## src/rtl/chol_pkg.sv

```systemverilog
`default_nettype none

package chol_pkg;

    typedef logic signed [63:0] q_t;

    typedef enum logic [1:0] {
        FUNC_MAT   = 2'd0,
        FUNC_RHS   = 2'd1,
        FUNC_SOLVE = 2'd2
    } func_t;

    localparam q_t QMAX = 64'sh7FFF_FFFF_FFFF_FFFF;
    localparam q_t QMIN = 64'sh8000_0000_0000_0000;

    function automatic logic [63:0] mag(input q_t a);
        mag = a[63] ? (64'd0 - 64'(a)) : 64'(a);
    endfunction

    function automatic q_t from_mag(input logic neg, input logic [63:0] m);
        if (neg) begin
            from_mag = m[63] ? QMIN : q_t'(64'd0 - m);
        end else begin
            from_mag = m[63] ? QMAX : q_t'(m);
        end
    endfunction

    function automatic q_t qadd(input q_t a, input q_t b);
        logic [63:0] s;
        s = 64'(a) + 64'(b);
        if (a[63] == b[63] && s[63] != a[63]) begin
            qadd = a[63] ? QMIN : QMAX;
        end else begin
            qadd = q_t'(s);
        end
    endfunction

    function automatic q_t qsub(input q_t a, input q_t b);
        logic [63:0] s;
        s = 64'(a) - 64'(b);
        if (a[63] != b[63] && s[63] != a[63]) begin
            qsub = a[63] ? QMIN : QMAX;
        end else begin
            qsub = q_t'(s);
        end
    endfunction

endpackage

`default_nettype wire

```

## src/rtl/chol_mul.sv

```systemverilog
`default_nettype none

module chol_mul (
    input  wire logic         aclk,
    input  wire logic         aresetn,
    input  wire logic         start,
    input  wire chol_pkg::q_t a,
    input  wire chol_pkg::q_t b,
    output logic              done,
    output chol_pkg::q_t      p
);

    logic [63:0]  x_reg, y_reg;
    logic         neg_reg;
    logic [127:0] prod_reg;
    logic [2:0]   step_reg;
    logic         busy_reg, done_reg;
    chol_pkg::q_t p_reg;

    logic [31:0]  xh, yh;
    logic [63:0]  pp;
    logic [127:0] pp_sh;

    always_comb begin
        xh    = step_reg[1] ? x_reg[63:32] : x_reg[31:0];
        yh    = step_reg[0] ? y_reg[63:32] : y_reg[31:0];
        pp    = 64'(xh) * 64'(yh);
        pp_sh = {64'd0, pp} << (32 * (int'(step_reg[0]) + int'(step_reg[1])));
    end

    always_ff @(posedge aclk) begin
        if (!aresetn) begin
            busy_reg <= 1'b0;
            done_reg <= 1'b0;
        end else begin
            done_reg <= 1'b0;
            if (start) begin
                x_reg    <= chol_pkg::mag(a);
                y_reg    <= chol_pkg::mag(b);
                neg_reg  <= a[63] ^ b[63];
                prod_reg <= '0;
                step_reg <= '0;
                busy_reg <= 1'b1;
            end else if (busy_reg) begin
                if (step_reg == 3'd4) begin
                    if (prod_reg[127:96] != 32'd0) begin
                        p_reg <= neg_reg ? chol_pkg::QMIN : chol_pkg::QMAX;
                    end else begin
                        p_reg <= chol_pkg::from_mag(neg_reg, prod_reg[95:32]);
                    end
                    done_reg <= 1'b1;
                    busy_reg <= 1'b0;
                end else begin
                    prod_reg <= prod_reg + pp_sh;
                    step_reg <= step_reg + 3'd1;
                end
            end
        end
    end

    assign done = done_reg;
    assign p    = p_reg;

endmodule

`default_nettype wire

```

## config.mk

```make
export PLATFORM = sky130hd
export DESIGN_NAME = chol_mul
export DESIGN_NICKNAME = d
export VERILOG_FILES = /design/src/rtl/chol_pkg.sv /design/src/rtl/chol_mul.sv
export SDC_FILE = /design/constraint.sdc
export NUM_CORES = 2
export LEC_CHECK = 0
export BUFFER_PORTS_ARGS = -buffer_cell sky130_fd_sc_hd__buf_2
export CAP_MARGIN = 20
export CORE_MARGIN = 2
export CORE_UTILIZATION = 35
export DETAILED_ROUTE_END_ITERATION = 8
export GPL_TIMING_DRIVEN = 1
export PLACE_DENSITY = 0.6
export SETUP_SLACK_MARGIN = 0.05
export SLEW_MARGIN = 40
export SYNTH_ARGS = -nofsm -noshare
export SYNTH_HDL_FRONTEND = slang
export SYNTH_SLANG_ARGS = --single-unit
export TNS_END_PERCENT = 30
```

## constraint.sdc

```tcl
create_clock -name aclk -period 22.5 [get_ports aclk]
set_clock_uncertainty 0.05 [all_clocks]
set_input_delay 3.375 -clock aclk [delete_from_list [all_inputs] [get_ports aclk]]
set_output_delay 3.375 -clock aclk [all_outputs]
set_load 0.03 [all_outputs]
```

==> impl.org <==
** Status
- Outcome :: finished clean

** Timing
- Across all hold checks on the routed design, the worst slack comes to 0.501 ns.
- Across all setup checks in the final design, the least slack found is 7.90 ns.
- Maximum achievable frequency :: 68.5 MHz
- Unrepaired setup endpoints after global routing :: no
- The clock period could shrink to 14.60 ns.
- Setup Total Neg Slack :: 0 ns
- Setup violations remaining at the end of the flow were counted as 0.
- Crit share post-route :: 64.9%
- For the pin with the worst max-slew slack, the measured transition is 0.955 ns.
- Number of endpoints with negative hold slack in the final report :: 0
- Max-Slew Margin vs Limit :: 36.1%
- The final max-slew violation count was 0.

** Worst setup path
- Cell type with the highest occurrence count on the critical path :: fa_1
- STA classifies the critical path startpoint as a flip-flop.
- The worst setup path is captured at a flip-flop.
- Cell with the largest stage delay on the worst path :: edfxtp_1
- Worst r2r src :: step_reg[1]
- The worst register-to-register path ends at prod_reg[116].
- On the worst path, the slowest cell contributes a delay of 0.92 ns.
- The worst setup path is of the reg -> reg kind.
- For flop-to-flop paths, the worst setup slack is 7.90 ns.
- The number of cells on the worst reg-to-reg path is 42.
- Arrival time of data at the critical path endpoint :: 14.98 ns
- STA puts the critical path data required time at 22.88 ns.
- Along the worst path, the maximum fanout reaches 55.
- The critical path starts at step_reg[1].

** Placement
- Prior to clock tree synthesis, the placed netlist has a worst setup slack of 7.93 ns.
- Count of input and output buffers :: 195
- DP Wirelength :: 168000 microns
- Total instance count after detailed placement :: 8604
- Routability-driven placement finished with a final weighted congestion of 1.00.

** Finish
- Relative to the synthesized area, the layout overhead comes to 8.87%.
- Of the cells placed in the final design, the portion with a size suffix greater than 1 is 8.03%.
- Commonest non-fill, non-tap cell in the layout :: inv_1
- Number of filler cells placed in the layout :: 16300
- Number of nets in the finished design :: 7899
- Non-filler cells in the finished layout :: 8690
- Flip-flop count of the largest register after layout :: 128
- Top library cells by usage in the layout, fill and taps aside :: inv_1 (932), nor2_1 (923), fa_1 (897)

** GRT
- Global router's overall resource usage :: 24.6%
- Largest net degree at the start of global routing :: 76
- Wire length of the first global-routing pass :: 310000 microns
- The via count of the first global-routing pass is 48700.
- The total overflow left after global routing is 0.
- The number of antenna violations at the first check in global routing was 7.

** Clock network
- Inserted Clock Buffers :: 44
- Hold repair after CTS inserted 0 buffers.
- The longest clock path from root to sink contains 3 buffers.
- In this run the post-CTS setup repair buffer count came out at 0.
- Clock-pin slew was measured on the worst setup and hold paths at 0.07 ns.
- CTS placed an instance of clkbuf_16 at the clock tree root.
- CTS sink cnt :: 326
- Total number of H-tree levels :: 2
- Gates resized, CTS repair :: 0
- Clock network latency to the later pin of the worst-skew pair :: 0.65 ns
- TritonCTS built the clock tree.

** Route
- DRC errors left :: 0
- Number of violations reported at the end of detailed-routing iteration 0 :: 4806
- Routed len/inst :: 24.0 microns
- After detailed routing, the number of vias per cell comes to 5.56.
- Wires add up to 208000 microns.
- Before antenna repair, the detailed router went through 6 iterations.
- The routed layout has 48300 vias.
- Count of antenna-violating nets left after detailed routing :: 0

** Floorplan
- Starting density of the core :: 35.2%
- Standard-cell rows :: 148
- The die covers 167000 sq um.
- In this run the standard cell core region covers 163000 sq um.
- Pin placement for this block handled 196 I/O pins.
- In this run the horizontal extent of the chip is 409 microns.
- Die outline height :: 409 microns

** Min path
- The startpoint identified for the worst hold timing path is busy_reg.
- The worst hold path terminates at done.
- The worst hold path passes through 2 cells.
- In this run the worst hold path is classified as reg -> reg.

** Logic synthesis
- The number of nets handed over by synthesis was 7896.
- A synthesized cell averages 8.86 sq um.
- For this run, the leading register cell type out of synthesis is edfxtp_1.
- Number of warnings issued by yosys :: 0
- Sequential elements use 17.0% of the synthesized area.
- Flip-flop and latch count after synthesis :: 326
- Total standard cell area after synthesis :: 57400 sq um
- Number of distinct standard cells referenced by the synthesized netlist :: 75
- Count of mapped cells out of synthesis :: 6473
- Proportion of synthesized flip-flops having asynchronous set or reset :: 0%
- The synthesized design contains 324 enable-type register cells.

** Job
- Across the run, the number of max-cap violations was 0.
-- synthesized netlist by cell type (all sizes together) (7+ instances only) --
cell	instances	share of area [%]
inv	933	6.1
o21ai	224	2.0
ha	395	8.6
mux2i	78	1.4
xor2	93	1.4
edfxtp	324	17
o22a	19	0.29
a21oi	331	2.9
or2	23	0.25
or4	38	0.51
or3	50	0.57
o41ai	28	0.47
a22o	9	0.14
a21o	119	1.6
mux2	68	1.3
nor3	63	0.55
nand2	682	4.5
and4	12	0.18
fa	897	31
nor4	25	0.27
o21a	32	0.42
a221oi	7	0.11
and3	13	0.14
nand3	37	0.32
nor2	924	6.0
o21bai	54	0.71
o31ai	56	0.74
nor2b	22	0.24
nand2b	39	0.44
a31oi	39	0.43
clkbuf	307	2.0
o211ai	22	0.29
a211oi	18	0.24
a2111oi	7	0.11
nand4	83	0.91
and2	49	0.53
a21boi	11	0.14
buf	25	0.16
o22ai	22	0.24
xnor2	218	3.3
-- worst max-delay path by stage --
stage / depth (start not counted) / slack (ns) / to
final: 42 / 7.90 / prod_reg[116]
after global routing: 42 / 7.38 / prod_reg[116]
after CTS: 42 / 7.96 / prod_reg[116]
after detailed placement: 42 / 7.93 / prod_reg[116]
after global placement: 42 / 8.20 / prod_reg[116]
after floorplan: 42 / 10.98 / prod_reg[127]
-- metal layers --
| layer | wire length (microns) | share of wire (%) | track usage [%] |
|---|---|---|---|
| met3 | 20000 | 9.6 | 5.94 |
| met5 | 63 | 0.030 | 0 |
| met4 | 9430 | 4.5 | 9.90 |
| met1 | 87700 | 42 | 33.6 |
| met2 | 91100 | 44 | 37.2 |
-- kinds of logic (layout without fill, tap and decap cells) --
logic type | after synthesis | count (layout) | synth area share, %
multiplexers | 146 | 146 | 2.70
flip-flops | 326 | 326 | 17.0
XOR/XNOR | 311 | 311 | 4.75
AO/OA/AOI/OAI | 1056 | 1056 | 11.6
buffers and inverters | 1265 | 1302 | 8.28
AND/OR/NAND/NOR | 2077 | 2077 | 15.7
adder cells (fa/ha/maj) | 1292 | 1292 | 39.9
other | 0 | 5 | 0
-- through the flow --
step / utilization, % / instance area, sq um
after floorplan: - / 57400
after global placement: 37.3 / 60700
after detailed placement: 37.4 / 60900
after CTS: 38.3 / 62400
after global routing: 38.4 / 62400
final: 38.4 / 62400
-- critical path, delay by kind of cell, from the launching register on --
kind                       cells  cell delay (ns)
DFF                            1             0.92
and+or+nand+nor                7             1.34
muxes                          3             0.83
AOI/OAI and AO/OA             14             4.51
xor gates and xnor gates       1             0.47
buffers and inverters          7             1.42
adders and majority gates     10             4.77
-- area by class of cell --
class,count,area (sq um),share of cell area [%]
Multi-Input combinational cell,4882,43200,69.1
Sequential cell,326,9770,15.6
Inverter,933,3500,5.61
Tap cell,2175,2720,4.36
Timing Repair Buffer,289,1740,2.78
Clock buffer,48,1120,1.79
Clock inverter,32,413,0.661
Antenna cell,5,12.5,0.0200
Power is left out: the tool's default activity adds up to more than one toggle a clock period on the data nets, which glitch-free logic cannot reach.
