==> src/rtl/chol_pkg.sv <==
`default_nettype none

package chol_pkg;

    typedef logic signed [63:0] q_t;

    typedef enum logic [1:0] {
        FUNC_MAT   = 2'd0,
        FUNC_RHS   = 2'd1,
        FUNC_SOLVE = 2'd2
    } func_t;

    localparam q_t QMAX = 64'sh7FFF_FFFF_FFFF_FFFF;
    localparam q_t QMIN = 64'sh8000_0000_0000_0000;

    function automatic logic [63:0] mag(input q_t a);
        mag = a[63] ? (64'd0 - 64'(a)) : 64'(a);
    endfunction

    function automatic q_t from_mag(input logic neg, input logic [63:0] m);
        if (neg) begin
            from_mag = m[63] ? QMIN : q_t'(64'd0 - m);
        end else begin
            from_mag = m[63] ? QMAX : q_t'(m);
        end
    endfunction

    function automatic q_t qadd(input q_t a, input q_t b);
        logic [63:0] s;
        s = 64'(a) + 64'(b);
        if (a[63] == b[63] && s[63] != a[63]) begin
            qadd = a[63] ? QMIN : QMAX;
        end else begin
            qadd = q_t'(s);
        end
    endfunction

    function automatic q_t qsub(input q_t a, input q_t b);
        logic [63:0] s;
        s = 64'(a) - 64'(b);
        if (a[63] != b[63] && s[63] != a[63]) begin
            qsub = a[63] ? QMIN : QMAX;
        end else begin
            qsub = q_t'(s);
        end
    endfunction

endpackage

`default_nettype wire

==> src/rtl/chol_sqrt.sv <==
`default_nettype none

module chol_sqrt (
    input  wire logic        aclk,
    input  wire logic        aresetn,
    input  wire logic        start,
    input  wire logic [63:0] v,
    output logic             done,
    output chol_pkg::q_t     r
);

    logic [127:0] src_reg;
    logic [63:0]  rem_reg, root_reg;
    logic [5:0]   cnt_reg;
    logic         busy_reg, done_reg;
    chol_pkg::q_t res_reg;

    logic [63:0] rem_s, trial;
    logic        ge;

    always_comb begin
        rem_s = {rem_reg[61:0], src_reg[127:126]};
        trial = {root_reg[61:0], 2'b01};
        ge    = rem_s >= trial;
    end

    always_ff @(posedge aclk) begin
        if (!aresetn) begin
            busy_reg <= 1'b0;
            done_reg <= 1'b0;
        end else begin
            done_reg <= 1'b0;
            if (start) begin
                src_reg  <= {32'd0, v, 32'd0};
                rem_reg  <= '0;
                root_reg <= '0;
                cnt_reg  <= 6'd63;
                busy_reg <= 1'b1;
            end else if (busy_reg) begin
                rem_reg  <= ge ? rem_s - trial : rem_s;
                root_reg <= {root_reg[62:0], ge};
                src_reg  <= {src_reg[125:0], 2'b00};
                cnt_reg  <= cnt_reg - 6'd1;
                if (cnt_reg == 6'd0) begin
                    res_reg  <= chol_pkg::q_t'({root_reg[62:0], ge});
                    done_reg <= 1'b1;
                    busy_reg <= 1'b0;
                end
            end
        end
    end

    assign done = done_reg;
    assign r    = res_reg;

endmodule

`default_nettype wire

==> config.mk <==
export PLATFORM = sky130hd
export DESIGN_NAME = chol_sqrt
export DESIGN_NICKNAME = d
export VERILOG_FILES = /design/src/rtl/chol_pkg.sv /design/src/rtl/chol_sqrt.sv
export SDC_FILE = /design/constraint.sdc
export NUM_CORES = 1
export LEC_CHECK = 0
export BUFFER_PORTS_ARGS = -buffer_cell sky130_fd_sc_hd__buf_2
export CAP_MARGIN = 20
export CORE_MARGIN = 2
export CORE_UTILIZATION = 25
export CTS_BUF_LIST = sky130_fd_sc_hd__clkbuf_4 sky130_fd_sc_hd__clkbuf_8
export CTS_CLUSTER_SIZE = 25
export DETAILED_ROUTE_END_ITERATION = 6
export GPL_ROUTABILITY_DRIVEN = 0
export PLACE_DENSITY = 0.51
export RECOVER_POWER = 50
export SLEW_MARGIN = 20
export SYNTH_ARGS = -nofsm -noshare
export SYNTH_HDL_FRONTEND = slang
export SYNTH_SLANG_ARGS = --single-unit
==> constraint.sdc <==
create_clock -name aclk -period 9.98 [get_ports aclk]
set_clock_uncertainty 0.05 [all_clocks]
set_input_delay 1.996 -clock aclk [delete_from_list [all_inputs] [get_ports aclk]]
set_output_delay 1.996 -clock aclk [all_outputs]
set_load 0.1 [all_outputs]
==> metrics.md, run 1 <==
| Metric | Value |
|---|---|
| Num CTS Buffers | `52` |
| Antenna violations before repair | `2` |
| Placement Cell Area | `0.01675 sq mm` |
| Minimum clock period | `6.643 ns` |
| Critical path arrival | `6.85 ns` |
| Crit Path Class | `in -> reg` |
| Area growth syn-to-layout | `15.31%` |
| Worst skew pair latency | `0.63 ns` |
| Initial DRT Pass Iterations | `5` |
| Final hold vios | `0` |
| Multi-input gate area | `0.005967 sq mm` |
| VDD IR max | `0.00007834 V` |
| Setup Fix Bufs, Post-CTS | `0` |
| Die width | `252.0 microns` |
| Largest cells by area after synthesis | `edfxtp_1 (57%), ha_1 (5.4%), mux2_2 (4.5%)` |
| Design Area, Final | `0.01773 sq mm` |
| Max Cap Violations | `2` |
| Clock Pin Slew Worst Setup and Hold Paths | `0.06 ns` |
| Post-CTS Resized | `0` |
| Max FFs per register | `96` |
| Drt initial violations | `569` |
| Yosys warns | `0` |
| Core Area | `0.06058 sq mm` |
| Total power after layout | `0.003237 W` |
| Clk pwr share | `0.355` |
| Root buf cell | `clkbuf_8` |
| Die Span Y | `252.0 microns` |
| FMAX | `150.5 MHz` |
| Max Slew Vio Count | `128` |
| Clock Path Buffers | `3` |
| Nets | `1574` |
| Failing checks | `max-capacitance violations, max-slew violations` |
| Post-route clock period utilization | `0.6656` |
| Fill cells | `6307` |
| Outcome | `complete, but fails checks` |
| Sw power | `0.0009368 W` |
| Switching share of power | `0.2894` |
| All-Layer GR Usage | `0.1110` |
| Cell Pwr Density | `182.5 mW/mm^2` |
| Worst slew pin tran | `3.665 ns` |
| WL/cell | `15.76 microns` |
| I/O Buffers | `131` |
| WP data required | `10.19 ns` |
| Vias in the first global route | `10342` |
| Final setup fails | `0` |
| Mapped Avg Cell Area | `11.68 sq um` |
| Layout cells sized above 1 | `0.1880` |
| Worst Path Max Fanout | `76` |
| Max H-tree Level | `2` |
| Hold/Removal Path Class | `reg -> reg` |
| DRT antenna net count | `0` |
| Hold_buf cts | `0` |
| # DRC | `0` |
| Initial core utilization | `0.2539` |
| Most common cell after layout, fill and taps aside | `edfxtp_1` |
| Die ar. | `0.06352 sq mm` |
| Post-synthesis cell count | `1317` |
| Seq/Total Area, Yosys | `0.5708` |
| Register area | `0.008778 sq mm` |
| RSZ-0062 raised after global routing | `false` |
| Startpoint Class | `input pin` |
| Vias | `10336` |
| Via/cell ratio | `4.559` |
| Flop pwr share | `0.457` |
| CP endpoint kind | `register` |
| Post-Syn Area | `0.01538 sq mm` |
| Routed wire length | `35.73 mm` |
| #FFs+latches synth | `293` |
| CTS tree | `done` |
| Post-synth cell types | `76` |
| Grt ovf | `0` |
| Worst rel slew slack | `-1.443` |
| Asr flop ratio synth | `0` |
| DP HPWL | `24.13 mm` |
| Clock sink count | `293` |
| Syn nets | `1450` |
| Worst setup slack after layout | `3.337 ns` |
| Cell Rows | `90` |
| Dominant cell type by area after synthesis | `edfxtp_1` |
| First-pass GRT wire length | `56.90 mm` |
| Setup slack at placement | `4.588 ns` |
| Most used flip-flop cell after synthesis | `edfxtp_1` |
| Largest net degree at the start of global routing | `86` |
| Fin Setup TNS | `0 ns` |
| Leakage dissipation | `6.679 nW` |
| EDFF count, synth | `291` |
| Most frequent cells in the layout | `edfxtp_1 (291), nand2_1 (130), a21oi_1 (113), nor2_1 (109), buf_2 (86)` |
| Share of the synthesized area in the top cell type | `0.5682` |
| Num ports | `132` |
| Power Internal | `0.002300 W` |
| Combinational Power Share | `0.188` |
## power groups by stage
stage	clock (W)	sequential, W	combinational, W
finish	0.00115	0.00148	0.000608
global route	0.00125	0.00149	0.000681
CTS	0.00120	0.00148	0.000611
detailed placement	0	0.00150	0.000607
global placement	0	0.00150	0.000604
floorplan	0	0.00150	0.000479
## metrics by stage
step | util | hold WS [ns] | instances
floorplan | - | 0.3503 | 1317
global placement | 0.2764 | 0.3596 | 2169
detailed placement | 0.2764 | 0.3615 | 2169
CTS | 0.2938 | 0.3751 | 2266
global route | 0.2927 | 0.4027 | 2267
finish | 0.2927 | 0.3721 | 2267
## logic make-up after synthesis
| kind of cell | count (synthesis) | share of synthesized area |
|---|---|---|
| muxes | 62 | 0.04540 |
| adders and majority gates | 66 | 0.05369 |
| AOI/OAI and AO/OA | 291 | 0.1311 |
| DFF | 293 | 0.5708 |
| buffers and inverters | 149 | 0.04214 |
| and+or+nand+nor | 402 | 0.1261 |
| xor gates and xnor gates | 54 | 0.03075 |
## critical path, cell delays in order
cell      delay, ns
clkbuf_1       2.25
o21a_4         0.90
buf_4          0.89
buf_4          0.69
## path summary, 6_finish.rpt
kind                         startpoint                    end  slack (ns)  cells after the start
max reg2reg    cnt_reg[0]$_SDFFCE_PP1P_        r[43]$_DFFE_PP_        5.71                      5
min reg2reg  root_reg[62]$_SDFFCE_PP0P_        r[63]$_DFFE_PP_        0.37                      0
min          root_reg[62]$_SDFFCE_PP0P_        r[63]$_DFFE_PP_        0.37                      0
max                               start  src_reg[84]$_DFFE_PP_        3.34                      4
## final cells by class
class	instances	area share
diodes	1	0.0001411
clock buffers	64	0.04579
clock inverters	33	0.01355
inverters	80	0.01693
multi-input cells	875	0.3365
flip-flops and latches	293	0.4950
well taps	782	0.05517
repair buffers	139	0.03697
## Yosys cell counts, types with 28 or more instances
| library cell | number |
|---|---|
| edfxtp_1 | 291 |
| nand2_1 | 130 |
| a21oi_1 | 113 |
| nor2_1 | 109 |
| inv_1 | 78 |
| ha_1 | 66 |
| mux2_2 | 62 |
| a21o_1 | 49 |
| nor2b_1 | 40 |
| nand4_1 | 30 |
| xnor2_1 | 30 |
| buf_2 | 28 |
| clkbuf_1 | 28 |
## per-layer routing
layer,GRT usage,part of all wire,vias to the layer above
met5,0,0.00034,-
met4,0.03415,0.021,2
met3,0.02466,0.048,60
met2,0.1729,0.45,208
met1,0.1533,0.48,4996
li1,-,-,5070
Note: power is estimated with default switching activity, not from simulation.
==> inputs of run 2 (changes only) <==
--- a/config.mk
+++ b/config.mk
@@ -5,6 +5,7 @@
 export SDC_FILE = /design/constraint.sdc
 export NUM_CORES = 1
 export LEC_CHECK = 0
+export ABC_AREA = 1
 export BUFFER_PORTS_ARGS = -buffer_cell sky130_fd_sc_hd__buf_2
 export CAP_MARGIN = 20
 export CORE_MARGIN = 2
@@ -13,7 +14,7 @@
 export CTS_CLUSTER_SIZE = 25
 export DETAILED_ROUTE_END_ITERATION = 6
 export GPL_ROUTABILITY_DRIVEN = 0
-export PLACE_DENSITY = 0.51
+export PLACE_DENSITY = 0.52
 export RECOVER_POWER = 50
 export SLEW_MARGIN = 20
 export SYNTH_ARGS = -nofsm -noshare
==> constraint.sdc (replaced) <==
create_clock -name aclk -period 6 [get_ports aclk]
set_clock_uncertainty 0.05 [all_clocks]
set_input_delay 1.2 -clock aclk [delete_from_list [all_inputs] [get_ports aclk]]
set_output_delay 1.2 -clock aclk [all_outputs]
set_load 0.1 [all_outputs]
==> metrics.md, run 2 <==
| Metric | Value |
|---|---|
| Max H-tree Level | `2 (unchanged)` |
| Worst setup slack after layout | `1.681 ns (was 3.337 ns)` |
| Most used flip-flop cell after synthesis | `edfxtp_1 (unchanged)` |
| Top cells by count, synth | `nand2_1 (870), inv_1 (445), edfxtp_1 (291) (was edfxtp_1 (291), nand2_1 (130), a21oi_1 (113))` |
| Clock sink count | `293 (unchanged)` |
| WL/cell | `14.15 microns (was 15.76 microns)` |
| CP endpoint kind | `register (unchanged)` |
| Vias in the first global route | `13596 (was 10342)` |
| Outcome | `complete, but fails checks (unchanged)` |
| Dominant cell type by area after synthesis | `edfxtp_1 (unchanged)` |
| Setup Fix Bufs, Post-CTS | `0 (unchanged)` |
| Crit Path Class | `in -> reg (unchanged)` |
| Setup slack at placement | `2.445 ns (was 4.588 ns)` |
| Num CTS Buffers | `55 (was 52)` |
| All-Layer GR Usage | `0.1350 (was 0.1110)` |
| Hold/Removal Path Class | `reg -> reg (unchanged)` |
| Max Cap Violations | `3 (was 2)` |
| Post-synthesis cell count | `2271 (was 1317)` |
| Yosys warns | `0 (unchanged)` |
| Die Span Y | `267.7 microns (was 252.0 microns)` |
| Share of the synthesized area in the top cell type | `0.5028 (was 0.5682)` |
| Worst r2r path cells | `13 (was 5)` |
| Largest cells by area after synthesis | `edfxtp_1 (50%), nand2_1 (19%), inv_1 (9.6%) (was edfxtp_1 (57%), ha_1 (5.4%), mux2_2 (4.5%))` |
| Largest net degree at the start of global routing | `137 (was 86)` |
| Clock Path Buffers | `3 (unchanged)` |
| # DRC | `0 (unchanged)` |
| FMAX | `231.5 MHz` |
| Final hold vios | `0 (unchanged)` |
| Cell Rows | `96 (was 90)` |
| Worst Path Max Fanout | `47 (was 76)` |
| Final setup fails | `0 (unchanged)` |
| Worst skew pair latency | `0.69 ns (was 0.63 ns)` |
| Antenna violations before repair | `2 (unchanged)` |
| Nets | `2555 (was 1574)` |
| Hold_buf cts | `0 (unchanged)` |
| Initial DRT Pass Iterations | `7 (was 5)` |
| Layout cells sized above 1 | `0.1063 (was 0.1880)` |
| Clock Pin Slew Worst Setup and Hold Paths | `0.06 ns (about the same)` |
| Count leader, synth | `nand2_1 (was edfxtp_1)` |
| CP endpoint | `root_reg[62]$_SDFFCE_PP0P_ (was src_reg[84]$_DFFE_PP_)` |
| Minimum clock period | `4.319 ns` |
| I/O Buffers | `131 (unchanged)` |
| Max Slew Vio Count | `169 (was 128)` |
| VDD IR max | `0.0001551 V (was 0.00007834 V)` |
| Die width | `267.7 microns (was 252.0 microns)` |
| Asr flop ratio synth | `0 (unchanged)` |
| Post-synth cell types | `32 (was 76)` |
| DP HPWL | `35.67 mm (was 24.13 mm)` |
| Via/cell ratio | `4.127 (was 4.559)` |
| RSZ-0062 raised after global routing | `false (unchanged)` |
| Syn nets | `2404 (was 1450)` |
| Startpoint Class | `input pin (unchanged)` |
| Initial core utilization | `0.2530 (was 0.2539)` |
| Post-Syn Area | `0.01738 sq mm (was 0.01538 sq mm)` |
| Worst slew pin tran | `2.436 ns (was 3.665 ns)` |
| Worst rel slew slack | `-0.6241 (was -1.443)` |
| Cell Pwr Density | `289.8 mW/mm^2 (was 182.5 mW/mm^2)` |
| EDFF count, synth | `291 (unchanged)` |
| Post-route clock period utilization | `0.7199` |
| Root buf cell | `clkbuf_8 (unchanged)` |
| Vias | `14018 (was 10336)` |
| Failing checks | `max-capacitance violations, max-slew violations (unchanged)` |
| Most frequent cells in the layout | `nand2_1 (870), inv_1 (444), edfxtp_1 (291), nor2_1 (285), buf_2 (130) (was edfxtp_1 (291), nand2_1 (130), a21oi_1 (113), nor2_1 (109), buf_2 (86))` |
| Drt initial violations | `797 (was 569)` |
| Die ar. | `0.07164 sq mm (was 0.06352 sq mm)` |
| Grt ovf | `0 (unchanged)` |
| WP data required | `6.22 ns (was 10.19 ns)` |
| CTS tree | `done (unchanged)` |
| #FFs+latches synth | `293 (unchanged)` |
| Fin Setup TNS | `0 ns (unchanged)` |
| Multi-input gate area | `0.006713 sq mm (was 0.005967 sq mm)` |
| Mapped Avg Cell Area | `7.653 sq um (was 11.68 sq um)` |
| Reg2reg setup slack | `2.58 ns (was 5.71 ns)` |
| First-pass GRT wire length | `75.35 mm (was 56.90 mm)` |
| Crit path from | `start (unchanged)` |
| Register area | `0.008778 sq mm (unchanged)` |
| Seq/Total Area, Yosys | `0.5051 (was 0.5708)` |
| Num ports | `132 (unchanged)` |
| Post-CTS Resized | `0 (unchanged)` |
| RR Startpoint | `root_reg[42]$_SDFFCE_PP0P_ (was cnt_reg[0]$_SDFFCE_PP1P_)` |
| Max FFs per register | `96 (unchanged)` |
| Leakage dissipation | `10.07 nW (was 6.679 nW)` |
| Most common cell after layout, fill and taps aside | `nand2_1 (was edfxtp_1)` |
| DRT antenna net count | `0 (unchanged)` |
| Critical path arrival | `4.54 ns (was 6.85 ns)` |
| Routed wire length | `48.06 mm (was 35.73 mm)` |
| Area growth syn-to-layout | `16.66% (was 15.31%)` |
| Core Area | `0.06871 sq mm (was 0.06058 sq mm)` |
| R2r endpoint | `rem_reg[28]$_SDFFCE_PP0P_ (was r[43]$_DFFE_PP_)` |
| Fill cells | `7669 (was 6307)` |
[run 2: cell types whose count changed in the layout (fill, tap and decap cells not counted), sizes merged, moves of 49 or more]
cell | before | now
nand2 | 130 | 881
inv | 82 | 451
nor2 | 112 | 302
a21oi | 116 | 45
mux2 | 62 | 0
a21o | 49 | 0
[run 2: metrics by stage]
step	cell area, sq um	hold slack (ns)	instances	power [W]	utilization
after floorplan	17400	0.3503	2271	0.003413	-
final	20270	0.3542	3397	0.005876	0.2951
after CTS	20290	0.3475	3396	0.005972	0.2954
after global placement	19100	0.3561	3296	0.003769	0.2780
after global routing	20270	0.3794	3397	0.006239	0.2951
after detailed placement	19100	0.3634	3296	0.003768	0.2780
[run 2: where the power goes]
part | leakage (nW) | switching [W] | total (W) | internal [W]
clock | 0.626 | 0.000917 | 0.00215 | 0.00123
sequential | 2.80 | 0.0000548 | 0.00247 | 0.00241
combinational | 6.65 | 0.000875 | 0.00126 | 0.000385
[run 2: worst min-delay path by stage]
stage	slack [ns]	endpoint	from	depth (start not counted)
finish	0.35	r[10]$_DFFE_PP_	root_reg[9]$_SDFFCE_PP0P_	0
floorplan	0.35	r[63]$_DFFE_PP_	root_reg[62]$_SDFFCE_PP0P_	0
CTS	0.35	r[10]$_DFFE_PP_	root_reg[9]$_SDFFCE_PP0P_	0
global route	0.38	r[10]$_DFFE_PP_	root_reg[9]$_SDFFCE_PP0P_	0
detailed placement	0.36	r[63]$_DFFE_PP_	root_reg[62]$_SDFFCE_PP0P_	0
global placement	0.36	r[63]$_DFFE_PP_	root_reg[62]$_SDFFCE_PP0P_	0
[run 2: critical path: stages]
cell,delay [ns]
clkbuf_1,1.23
clkinvlp_2,0.48
a21oi_1,0.38
buf_4,0.57
buf_4,0.62
[run 2: layout make-up]
cell class	instances	share of cell area
sequential	293	0.4330
clock buffer	71	0.04326
tap	931	0.05746
multi-input combinational	1482	0.3311
clock inverter	29	0.01561
antenna	1	0.0001234
timing repair buffer	140	0.03610
inverter	450	0.08337
[run 2: routing by layer]
metal | wire length [microns] | vias up | track usage
li1 | - | 7292 | -
met1 | 22710 | 6344 | 0.1861
met2 | 21190 | 315 | 0.2123
met3 | 3249 | 65 | 0.03080
met4 | 903 | 2 | 0.03594
met5 | 13 | - | 0
[run 2: logic make-up (layout without fill, tap and decap cells)]
| family | after synthesis | in the layout | share of synthesized area |
|---|---|---|---|
| buf+inv | 496 | 690 | 0.1093 |
| fa+ha+maj | 66 | 66 | 0.04752 |
| other cells | 0 | 1 | 0 |
| xor+xnor | 29 | 29 | 0.01462 |
| simple gates | 1298 | 1298 | 0.2970 |
| compound gates | 89 | 89 | 0.02642 |
| flops | 293 | 293 | 0.5051 |
